==> config.mk <==
export PLATFORM = sky130hd
export DESIGN_NAME = tsq_ctrl
export DESIGN_NICKNAME = d
export VERILOG_FILES = /design/src/sv/tsq_pkg.sv /design/src/sv/tsq_ctrl.sv
export SDC_FILE = /design/constraint.sdc
export NUM_CORES = 1
export LEC_CHECK = 0
export CAP_MARGIN = 20
export CELL_PAD_IN_SITES_DETAIL_PLACEMENT = 1
export CELL_PAD_IN_SITES_GLOBAL_PLACEMENT = 1
export CORE_AREA = 4 4 41 43
export CTS_CLUSTER_SIZE = 16
export DETAILED_ROUTE_END_ITERATION = 12
export DIE_AREA = 0 0 45 47
export DONT_BUFFER_PORTS = 1
export PLACE_DENSITY = 0.55
export SLEW_MARGIN = 10
export SYNTH_ARGS = -nofsm -noshare
export SYNTH_HDL_FRONTEND = slang
export SYNTH_SLANG_ARGS = --single-unit
==> constraint.sdc <==
create_clock -name clock -period 3.7 [get_ports clock]
set_clock_uncertainty 0.05 [all_clocks]
set_input_delay 0.185 -clock clock [delete_from_list [all_inputs] [get_ports clock]]
set_output_delay 0.185 -clock clock [all_outputs]
set_load 0.03 [all_outputs]
==> src/sv/tsq_pkg.sv <==
package tsq_pkg;

   // Depth of each of the two stacks, and the widths that follow from it.
   localparam int STACK_DEPTH = 128;
   localparam int PTR_W       = $clog2(STACK_DEPTH);
   localparam int CNT_W       = $clog2(STACK_DEPTH + 1);

   localparam int WORD_W = 32;
   localparam int CMD_W  = 2;

   // Operation codes carried on the request tuser.
   localparam logic [CMD_W-1:0] CMD_PUSH = 2'd0;
   localparam logic [CMD_W-1:0] CMD_POP  = 2'd1;
   localparam logic [CMD_W-1:0] CMD_PEEK = 2'd2;
   localparam logic [CMD_W-1:0] CMD_NOP  = 2'd3;

   // Commands from the controller to the datapath.
   typedef struct packed {
      logic push_wr;      // write the request word on top of the inbound stack
      logic xfer_rd;      // read the inbound top and schedule its move outbound
      logic out_rd;       // read the outbound top into the read register
      logic out_dec;      // remove the outbound top (pop)
      logic rsp_load;     // load the result register
      logic rsp_from_mem; // result carries the outbound read data
      logic rsp_accepted; // result reports a stored push
   } tsq_cmd_type;

   // Status from the datapath to the controller.
   typedef struct packed {
      logic in_zero;
      logic in_one;
      logic in_full;
      logic out_zero;
   } tsq_stat_type;

endpackage

==> src/sv/tsq_ctrl.sv <==
module tsq_ctrl (
   input  logic                      clock,
   input  logic                      reset,
   input  logic                      req_tvalid,
   output logic                      req_tready,
   input  logic [tsq_pkg::CMD_W-1:0] req_command,
   output logic                      rsp_tvalid,
   input  logic                      rsp_tready,
   input  tsq_pkg::tsq_stat_type     stat,
   output tsq_pkg::tsq_cmd_type      cmd
);

   localparam logic [2:0] ST_IDLE  = 3'd0;
   localparam logic [2:0] ST_XFER  = 3'd1;
   localparam logic [2:0] ST_DRAIN = 3'd2;
   localparam logic [2:0] ST_READ  = 3'd3;
   localparam logic [2:0] ST_RESP  = 3'd4;

   logic [2:0] state_ff, state_in;
   logic       is_pop_ff, is_pop_in;
   logic       rsp_valid_ff, rsp_valid_in;
   logic       out_free;
   logic       accept;

   assign out_free   = !rsp_valid_ff || rsp_tready;
   assign req_tready = (state_ff == ST_IDLE) && out_free;
   assign accept     = req_tvalid && req_tready;
   assign rsp_tvalid = rsp_valid_ff;

   always_comb begin
      state_in  = state_ff;
      is_pop_in = is_pop_ff;
      cmd       = '0;
      case (state_ff)
         ST_IDLE: begin
            if (accept) begin
               case (req_command)
                  tsq_pkg::CMD_PUSH: begin
                     cmd.push_wr      = !stat.in_full;
                     cmd.rsp_accepted = !stat.in_full;
                     cmd.rsp_load     = 1'b1;
                  end
                  tsq_pkg::CMD_POP, tsq_pkg::CMD_PEEK: begin
                     is_pop_in = (req_command == tsq_pkg::CMD_POP);
                     if (!stat.out_zero) begin
                        state_in = ST_READ;
                     end else if (!stat.in_zero) begin
                        state_in = ST_XFER;
                     end else begin
                        cmd.rsp_load = 1'b1;
                     end
                  end
                  default: begin
                     cmd.rsp_load = 1'b1;
                  end
               endcase
            end
         end
         ST_XFER: begin
            cmd.xfer_rd = 1'b1;
            if (stat.in_one) begin
               state_in = ST_DRAIN;
            end
         end
         ST_DRAIN: begin
            state_in = ST_READ;
         end
         ST_READ: begin
            cmd.out_rd  = 1'b1;
            cmd.out_dec = is_pop_ff;
            state_in    = ST_RESP;
         end
         ST_RESP: begin
            if (out_free) begin
               cmd.rsp_load     = 1'b1;
               cmd.rsp_from_mem = 1'b1;
               state_in         = ST_IDLE;
            end
         end
         default: begin
            state_in = ST_IDLE;
         end
      endcase
   end

   always_comb begin
      rsp_valid_in = rsp_valid_ff;
      if (cmd.rsp_load) begin
         rsp_valid_in = 1'b1;
      end else if (rsp_tready) begin
         rsp_valid_in = 1'b0;
      end
   end

   always_ff @(posedge clock) begin
      if (reset) begin
         state_ff     <= ST_IDLE;
         is_pop_ff    <= 1'b0;
         rsp_valid_ff <= 1'b0;
      end else begin
         state_ff     <= state_in;
         is_pop_ff    <= is_pop_in;
         rsp_valid_ff <= rsp_valid_in;
      end
   end

   // A result is never written over one that has not been taken.
   a_no_overwrite: assert property (@(posedge clock) disable iff (reset)
      cmd.rsp_load |-> out_free)
      else $error("result register overwritten");

   // A transfer step only runs while the inbound stack still holds an entry.
   a_xfer_has_entry: assert property (@(posedge clock) disable iff (reset)
      cmd.xfer_rd |-> !stat.in_zero)
      else $error("transfer from empty inbound stack");

endmodule

; Yosys cells after proc, flatten, opt, wreduce, memory -nomap -nowiden
; Cells that the tools add are included.
[op_classes]
n_eq_ne = 11
muxes = 21
n_reduce_logical = 11
[ops]
columns = op, count
row1 = $mux W3, 6
row2 = $pmux W3 S5, 1
row3 = $mux W1, 11
row4 = $eq A3 B2 Y1 const B, 2
row5 = $ne A2 B2 Y1 const B, 3
row6 = $reduce_and A5 Y1, 1
row7 = $mux W2, 2
row8 = $eq A3 B1 Y1 const B, 1
row9 = $eq A3 B3 Y1 const B, 1
row10 = $logic_not A3 Y1, 1
row11 = $ne A3 B3 Y1 const B, 1
row12 = $reduce_and A3 Y1, 1
row13 = $eq A2 B1 Y1 const B, 1
row14 = $eq A2 B2 Y1 const B, 1
row15 = $logic_and A1 B1 Y1, 2
row16 = $logic_not A1 Y1, 2
row17 = $logic_not A2 Y1, 1
row18 = $ne A2 B1 Y1 const B, 1
row19 = $pmux W1 S2, 1
row20 = $reduce_bool A2 Y1, 1
row21 = $reduce_or A2 Y1, 1
row22 = $logic_or A1 B1 Y1, 1
[totals]
ff_bits = 5
input_bits = 10
output_inout_bits = 9
wordCells = 46

; Depth between registers and ports, before layout
; Gate-level depths: netlist (run 1).
[depth]
ltp_word = 7
depth_mapped = 6
ltp_nobuf = 5

; Worst setup path after synthesis (run 1)
; Ideal clock, no wire load.
[synth_timing]
path_type = flip-flop to output port
from = reg rsp_valid_ff (netlist: rsp_tvalid)
to = out cmd[6] in the netlist's numbering
arrival_time_ns = 2.014
required_ns = 3.465
path_slack_ns = 1.451
stages_incl_launch_ff = 5
n_path_buf = 1
path_cell_list = dfxtp_1 or2b_2 nand2_1 nor4_1 buf_4
[synth_lines]
columns = item, line_no
row1 = start: declaration, tsq_ctrl.sv:21  ; logic rsp_valid_ff, rsp_valid_in;
row2 = start signal: assignment, tsq_ctrl.sv:103  ; rsp_valid_ff <= rsp_valid_in;
row3 = end: declaration, tsq_ctrl.sv:10  ; output tsq_pkg::tsq_cmd_type cmd

==> results of run 1 <==
how the worst min path moves through the flow:
stage	slack, ns	end	cells after the start
detailed placement	0.21	state_ff[0]	1
CTS	0.07	is_pop_ff	2
floorplan	0.21	state_ff[2]	1
global route	0.06	is_pop_ff	2
global placement	0.21	state_ff[2]	1
finish	0.07	is_pop_ff	2
power breakdown:
part	internal (mW)	switching, mW	total, mW
Sequential	0.0605	0.0124	0.0729
Combinational	0.0258	0.0456	0.0713
Clock	0.0409	0.0234	0.0643
Total	0.127	0.0813	0.208
cells by family after synthesis:
kind of cell	share of synthesized area (%)
DFF	26.8
buffers and inverters	7.36
and+or+nand+nor	34.1
muxes	2.68
AOI/OAI and AO/OA	22.4
adders and majority gates	6.69
metal layers:
metal / vias up / global-route usage [%] / wire length, um
li1: 155 / - / -
met1: 153 / 8.64 / 306
met2: 15 / 16.4 / 419
met3: 2 / 6.90 / 138
met4: 0 / 8.77 / 19
met5: - / 0 / 0
area by class of cell:
cell class | instances | share of cell area (%)
multi-input cells | 32 | 59.8
well taps | 15 | 4.44
flip-flops and latches | 5 | 23.7
repair buffers | 2 | 4.14
inverters | 2 | 1.78
clock buffers | 4 | 6.21
worst max-delay path, delay by kind of cell, from the launching register on:
kind	cells	cell delay, ns
DFF	1	0.42
and+or+nand+nor	2	0.86
flip-flops by register name, indices dropped and copies added, names as in the netlist:
| name | cells |
|---|---|
| is_pop_ff | 1 |
| state_ff | 3 |
| rsp_tvalid | 1 |
stage by stage:
stage	cells	instance area (um2)	hold WS (ns)
CTS	60	423	0.0672
floorplan	42	374	0.207
finish	60	423	0.0736
global placement	55	387	0.210
global route	60	423	0.0597
detailed placement	55	387	0.214
cells in the final DEF, fill, tap and decap left out:
| cell | count |
|---|---|
| sky130_fd_sc_hd__nand2b_1 | 3 |
| sky130_fd_sc_hd__clkbuf_4 | 3 |
| sky130_fd_sc_hd__a21oi_1 | 1 |
| sky130_fd_sc_hd__nor3b_1 | 1 |
| sky130_fd_sc_hd__and3_1 | 1 |
| sky130_fd_sc_hd__nor4b_1 | 1 |
| sky130_fd_sc_hd__a31oi_1 | 1 |
| sky130_fd_sc_hd__dlygate4sd3_1 | 1 |
| sky130_fd_sc_hd__nor3_1 | 1 |
| sky130_fd_sc_hd__nor2_4 | 1 |
| sky130_fd_sc_hd__nor2b_4 | 1 |
| sky130_fd_sc_hd__or2b_2 | 1 |
| sky130_fd_sc_hd__mux2i_1 | 1 |
| sky130_fd_sc_hd__dfxtp_1 | 5 |
| sky130_fd_sc_hd__clkbuf_1 | 1 |
| sky130_fd_sc_hd__inv_1 | 2 |
| sky130_fd_sc_hd__and2_1 | 1 |
| sky130_fd_sc_hd__and3b_1 | 1 |
| sky130_fd_sc_hd__o21a_1 | 1 |
| sky130_fd_sc_hd__a211o_1 | 1 |
| sky130_fd_sc_hd__buf_4 | 1 |
| sky130_fd_sc_hd__nor4_2 | 1 |
| sky130_fd_sc_hd__a2111oi_2 | 2 |
| sky130_fd_sc_hd__a211oi_1 | 1 |
| sky130_fd_sc_hd__ha_1 | 2 |
| sky130_fd_sc_hd__nor2_1 | 4 |
| sky130_fd_sc_hd__a21bo_2 | 1 |
| sky130_fd_sc_hd__nand2_1 | 3 |
| sky130_fd_sc_hd__o31a_1 | 1 |
==> implementation parameters, run 1 <==
Parameter                              Value

STA
  Period Utilization, post-route ... between 40% and 50%
  Worst setup margin ... 1.93 ns
  Unrepaired setup endpoints after global routing ... no
  Worst slew margin relative to its limit ... 36.4%
  Max-slew violation count ... 0
  Slew at the pin with the worst max-slew slack ... 0.951 ns
  Shortest clock period the worst path allows after layout ... approximately 1.8 ns
  Post-route setup TNS ... 0 ns
  Highest clock frequency the design can meet ... 0.563 GHz
  Final hold vios ... 0
  Final setup viols ... 0

Worst setup path
  Worst EP required ... 3.46 ns
  Reg-to-reg critical path endpoint ... state_ff[1]
  Critical register-to-register path startpoint ... rsp_tvalid
  Biggest fanout along the worst timing path ... 11
  Critical Path End ... cmd[3]
  Depth of the most critical reg-to-reg path ... 3
  Kind of critical path ... reg2out
  Chain of cells forming the critical path ... and3b_1, and2_1
  Critical path's slowest cell ... sky130_fd_sc_hd__and3b_1
  Setup slack on the worst flop-to-flop path ... roughly 2.3 ns
  Origin of the worst setup path ... state_ff[2]
  Endpoint type of the worst setup path ... output pin
  Category of the worst setup path launch point ... register
  Endpoint arrival time on the critical path ... 1.54 ns
  Delay contributed by the slowest stage of the critical path ... a little under 0.5 ns

Drt
  Routed wire length ... 883 um
  Average wire per cell in the routed design ... ~15 um
  Post-route DRC violation count ... 0
  Detailed-route via count ... between 300 and 400
  Number of routed nets with antenna violations ... 0
  Mean number of vias per cell ... around 5.4
  First-pass DRT Iterations ... 2
  DRC marker count from the first detailed-route iteration ... 1

Run
  Number of max-capacitance violations reported ... 0

Logic synthesis
  Netlist area before placement ... around 370 um2
  Average size of a mapped cell ... between 8 and 9 um2
  Most repeated cell in the gate-level netlist after synthesis ... sky130_fd_sc_hd__dfxtp_1
  Mapped Cells ... between 40 and 50
  Number of flops mapped to enable cells by yosys ... 0
  Cell accounting for the most synthesized area ... sky130_fd_sc_hd__dfxtp_1
  Synth Register Bits ... 5
  Cell types occupying the most area after synthesis ... sky130_fd_sc_hd__dfxtp_1 (27%), sky130_fd_sc_hd__a2111oi_2 (8.0%), sky130_fd_sc_hd__ha_1 (6.7%)
  Synthesized Nets ... between 50 and 60
  Top cells by instance count after synthesis ... sky130_fd_sc_hd__dfxtp_1 (5), sky130_fd_sc_hd__nor2_1 (4), sky130_fd_sc_hd__nand2_1 (3), sky130_fd_sc_hd__nand2b_1 (3)
  Number of synthesis warnings ... 0
  Main flop type after synthesis ... sky130_fd_sc_hd__dfxtp_1
  Async set-reset flop share out of synthesis ... 0%
  Sequential area share after synthesis ... roughly 27%
  Unique cell type count in the Yosys netlist ... 27
  Share of Yosys cell area claimed by the top area cell type ... ~27%

Global route
  Initial antenna violation count ... 0
  Maximum number of pins on one net before global-route repair ... 12
  Vias in the first global route ... 344
  Total overflow reported by the global router ... 0
  First-pass GRT wire length ... 1480 um
  GR Util All Layers ... about 10%

Placement
  Post-Place Worst Slack ... 2.19 ns
  # port buffers ... 0
  Placed wire-length estimate after detailed placement ... roughly 720 um
  Final weighted congestion in routability-driven placement ... about 0.66

Final layout
  Final nets ... 58
  Antenna Diode Count ... 0
  Register area ... 100 um2
  Share of layout cells above drive strength 1 ... between 20 and 25%
  Growth of design area from synthesis to finish ... 13.0%
  Count of fill cells added during filler insertion ... approximately 170
  Multi-input combinational cell area ... between 200 and 300 um2
  Core occupancy in the finished layout ... ~33%

Floorplan
  Effective utilization at floorplan ... between 20% and 30%
  Chip width ... between 40 and 50 um
  Core Rows ... 13
  IO Count ... 19
  Die extent in y ... ~47 um
  Placeable core area ... 1300 um2
  Full die area ... 2120 um2

Clocking
  Number of buffers added for setup after CTS ... 0
  Cell chosen for the clock root ... sky130_fd_sc_hd__clkbuf_4
  Number of clock sinks ... 5
  Number of buffers created by CTS ... 3
  Clock tree from TritonCTS ... yes
  Clock insertion delay at the later pin of the skew report ... approximately 0.25 ns
  Buffers from clock root to sink, at most ... 2
  Hold-fix buffer count after cts ... 1
  Post_cts resized ... 0
  Reg clk slew, reported paths ... approximately 0.05 ns
  Total number of H-tree levels ... 1

Power and ir drop
  Total design power ... roughly 0.21 mW
  Static power due to leakage ... 0.168 nW
  Total power per unit cell area ... 493 nW/um2
  Largest vdd supply drop ... between 150 and 200 uV

Min path
  Hold path startpoint ... reset
  Class of the most critical hold timing path ... in2reg

Status
  Run status ... completed
Power figures use the tool's default switching activity.
==> inputs of run 2 (changes only) <==
Settings changed: ABC_AREA set to 1, PLACE_DENSITY 0.55 to 0.64.
Clock period 3.7 ns to 1.6 ns, I/O delays scaled along.
==> run 2 against run 1 <==
Effect of this change: via count increased by 25%; first-iteration DRC count decreased by 100%; global-route usage increased by 1.3 points; critical path type unchanged; largest power group is now combinational logic; largest cell class unchanged; count of clock-buffer cells in the layout unchanged; die area unchanged; highest routed layer unchanged; sequential power increased by 110%; wire length increased by 24%; clock power increased by 110%.
==> implementation parameters, run 2 <==
Parameter                              Value

Status
  Run status ... completed

Worst setup path
  Depth of the most critical reg-to-reg path ... 8
  Endpoint arrival time on the critical path ... between 1 and 1.5 ns
  Setup slack on the worst flop-to-flop path ... ~0.22 ns
  Biggest fanout along the worst timing path ... 4
  Endpoint type of the worst setup path ... output pin
  Reg-to-reg critical path endpoint ... state_ff[0]
  Delay contributed by the slowest stage of the critical path ... ~0.35 ns
  Critical path's slowest cell ... sky130_fd_sc_hd__dfxtp_4
  Category of the worst setup path launch point ... register
  Kind of critical path ... reg2out
  Worst EP required ... 1.47 ns
  Critical register-to-register path startpoint ... state_ff[2]
  Chain of cells forming the critical path ... nor2_4, nand2_4, nor3_4, nand2_1, nor2_2, buf_12

Placement
  Placed cell area ... between 400 and 500 um2
  Placed wire-length estimate after detailed placement ... between 900 and 1000 um
  # port buffers ... 0
  Final weighted congestion in routability-driven placement ... about 0.80
  Post-Place Worst Slack ... around 0.28 ns

STA
  Unrepaired setup endpoints after global routing ... yes
  Final hold vios ... 0
  Post-route setup TNS ... 0 ns
  Final setup viols ... 0
  Worst slew margin relative to its limit ... a little over four fifths
  Worst setup margin ... ~0.037 ns
  Slew at the pin with the worst max-slew slack ... around 0.23 ns
  Period Utilization, post-route ... 97.7%
  Max-slew violation count ... 0
  Shortest clock period the worst path allows after layout ... 1.56 ns
  Highest clock frequency the design can meet ... ~0.64 GHz

Final layout
  Most frequent cells in the layout ... sky130_fd_sc_hd__inv_1 (12), sky130_fd_sc_hd__buf_4 (12), sky130_fd_sc_hd__nand2_1 (9)
  Antenna Diode Count ... 0
  Growth of design area from synthesis to finish ... 39.1%
  Number of flip-flops in the largest register ... 3
  Final nets ... 90
  Core occupancy in the finished layout ... 43.8%
  Share of layout cells above drive strength 1 ... 37.7%
  Post-route cell area ... roughly 570 um2
  Reg with most FFs ... state_ff

Global route
  Vias in the first global route ... roughly 450
  Maximum number of pins on one net before global-route repair ... 7
  Initial antenna violation count ... 0
  First-pass GRT wire length ... ~1700 um
  Total overflow reported by the global router ... 0
  GR Util All Layers ... 11.5%

Drt
  Routed wire length ... 1100 um
  Post-route DRC violation count ... 0
  Average wire per cell in the routed design ... 11.9 um
  DRC marker count from the first detailed-route iteration ... 0
  First-pass DRT Iterations ... 1
  Detailed-route via count ... 407
  Mean number of vias per cell ... roughly 4.4
  Number of routed nets with antenna violations ... 0

Floorplan
  Placeable core area ... between 1000 and 1500 um2
  Core Rows ... 13
  Die extent in y ... 47 um
  Effective utilization at floorplan ... 31.4%
  IO Count ... 19
  Full die area ... 2120 um2
  Chip width ... roughly 45 um

Power and ir drop
  Static power due to leakage ... between 0.2 and 0.3 nW
  Total power per unit cell area ... between 900 and 1000 nW/um2
  Total design power ... roughly 0.54 mW
  Largest vdd supply drop ... 418 uV

Logic synthesis
  Mapped Cells ... slightly above 60
  Share of Yosys cell area claimed by the top area cell type ... about a quarter
  Top cells by instance count after synthesis ... sky130_fd_sc_hd__inv_1 (12), sky130_fd_sc_hd__nor2_1 (10), sky130_fd_sc_hd__nand2_1 (9)
  Synthesized Nets ... 73
  Average size of a mapped cell ... approximately 6.7 um2
  Synth Register Bits ... 5
  Number of flops mapped to enable cells by yosys ... 0
  Netlist area before placement ... about 410 um2
  Cell accounting for the most synthesized area ... sky130_fd_sc_hd__dfxtp_1
  Sequential area share after synthesis ... 24.5%
  Number of synthesis warnings ... 0
  Cell types occupying the most area after synthesis ... sky130_fd_sc_hd__dfxtp_1 (24%), sky130_fd_sc_hd__inv_1 (11%), sky130_fd_sc_hd__nor2_1 (9.2%)
  Main flop type after synthesis ... sky130_fd_sc_hd__dfxtp_1
  Async set-reset flop share out of synthesis ... 0%
  Unique cell type count in the Yosys netlist ... 20
  Most repeated cell in the gate-level netlist after synthesis ... sky130_fd_sc_hd__inv_1

Clocking
  Clock insertion delay at the later pin of the skew report ... 0.23 ns
  Number of clock sinks ... 5
  Total number of H-tree levels ... 1
  Reg clk slew, reported paths ... roughly 0.04 ns
  Number of buffers created by CTS ... 3
  Clock tree from TritonCTS ... yes
  Cell chosen for the clock root ... sky130_fd_sc_hd__clkbuf_4
  Buffers from clock root to sink, at most ... 2

Min path
  Class of the most critical hold timing path ... in2reg
  Hold path startpoint ... stat[0]
  Cell depth of the worst hold path ... 3
  Hold worst-path end ... state_ff[1]

Run
  Number of max-capacitance violations reported ... 0
run 2: cell count changes after synthesis, sizes merged, moves of 2 or more:
| cell | change |
|---|---|
| a2111oi | -2 |
| a21oi | +3 |
| inv | +11 |
| nand2 | +8 |
| nand2b | -3 |
| nand3 | +5 |
| nor2 | +7 |
| o21ai | +3 |
run 2: worst max-delay path, delay by kind of cell, from the launching register on:
family | cells | cell delay [ns]
AND/OR/NAND/NOR | 5 | 0.69
flip-flops | 1 | 0.35
buffers and inverters | 1 | 0.16
run 2: worst max-delay path by stage:
stage | startpoint | to | slack (ns) | depth (start not counted)
after floorplan | rsp_tvalid | cmd[6] | 0.08 | 6
after global placement | state_ff[0] | cmd[0] | 0.33 | 6
after detailed placement | state_ff[0] | cmd[6] | 0.28 | 6
after CTS | state_ff[0] | cmd[6] | 0.02 | 6
after global routing | state_ff[1] | cmd[0] | -0.07 | 6
final | state_ff[1] | cmd[6] | 0.04 | 6
run 2: routing by layer:
layer,up-vias,GRT usage (%),wire length [um]
li1,220,-,-
met1,176,12.3,436
met2,9,20.6,596
met3,2,1.15,53
met4,0,8.77,8
met5,-,0,0
run 2: stage by stage:
stage / cells / hold WS (ns)
2_1_floorplan: 61 / 0.0991
3_3_place_gp: 82 / 0.101
3_5_place_dp: 82 / 0.105
4_1_cts: 87 / 0.00560
5_1_grt: 92 / 0.0207
6_report: 92 / 0.00184
run 2: report_power, final:
part	leakage [nW]	switching (mW)	internal (mW)
clock network	0.0150	0.0437	0.0938
registers	0.0420	0.0154	0.140
logic	0.234	0.143	0.108
run 2: logic make-up after synthesis:
logic type | Yosys count | share of synthesized area, %
adders and majority gates | 2 | 6.12
DFF | 5 | 24.5
buffers and inverters | 15 | 15.6
and+or+nand+nor | 32 | 44.3
AOI/OAI and AO/OA | 7 | 9.48
run 2: what timing repair did:
item	CTS	global route
setup buffers	0	5
endpoints found under the hold margin	5	0
endpoints found under the setup margin	0	3
hold buffers	1	0
resized for setup	0	3
run 2: cell type report:
cell class	count	area, um2
clock buffers	4	26.3
fillers	184	732
inverters	13	48.8
multi-input cells	41	250
flip-flops and latches	5	105
well taps	15	18.8
repair buffers	14	120
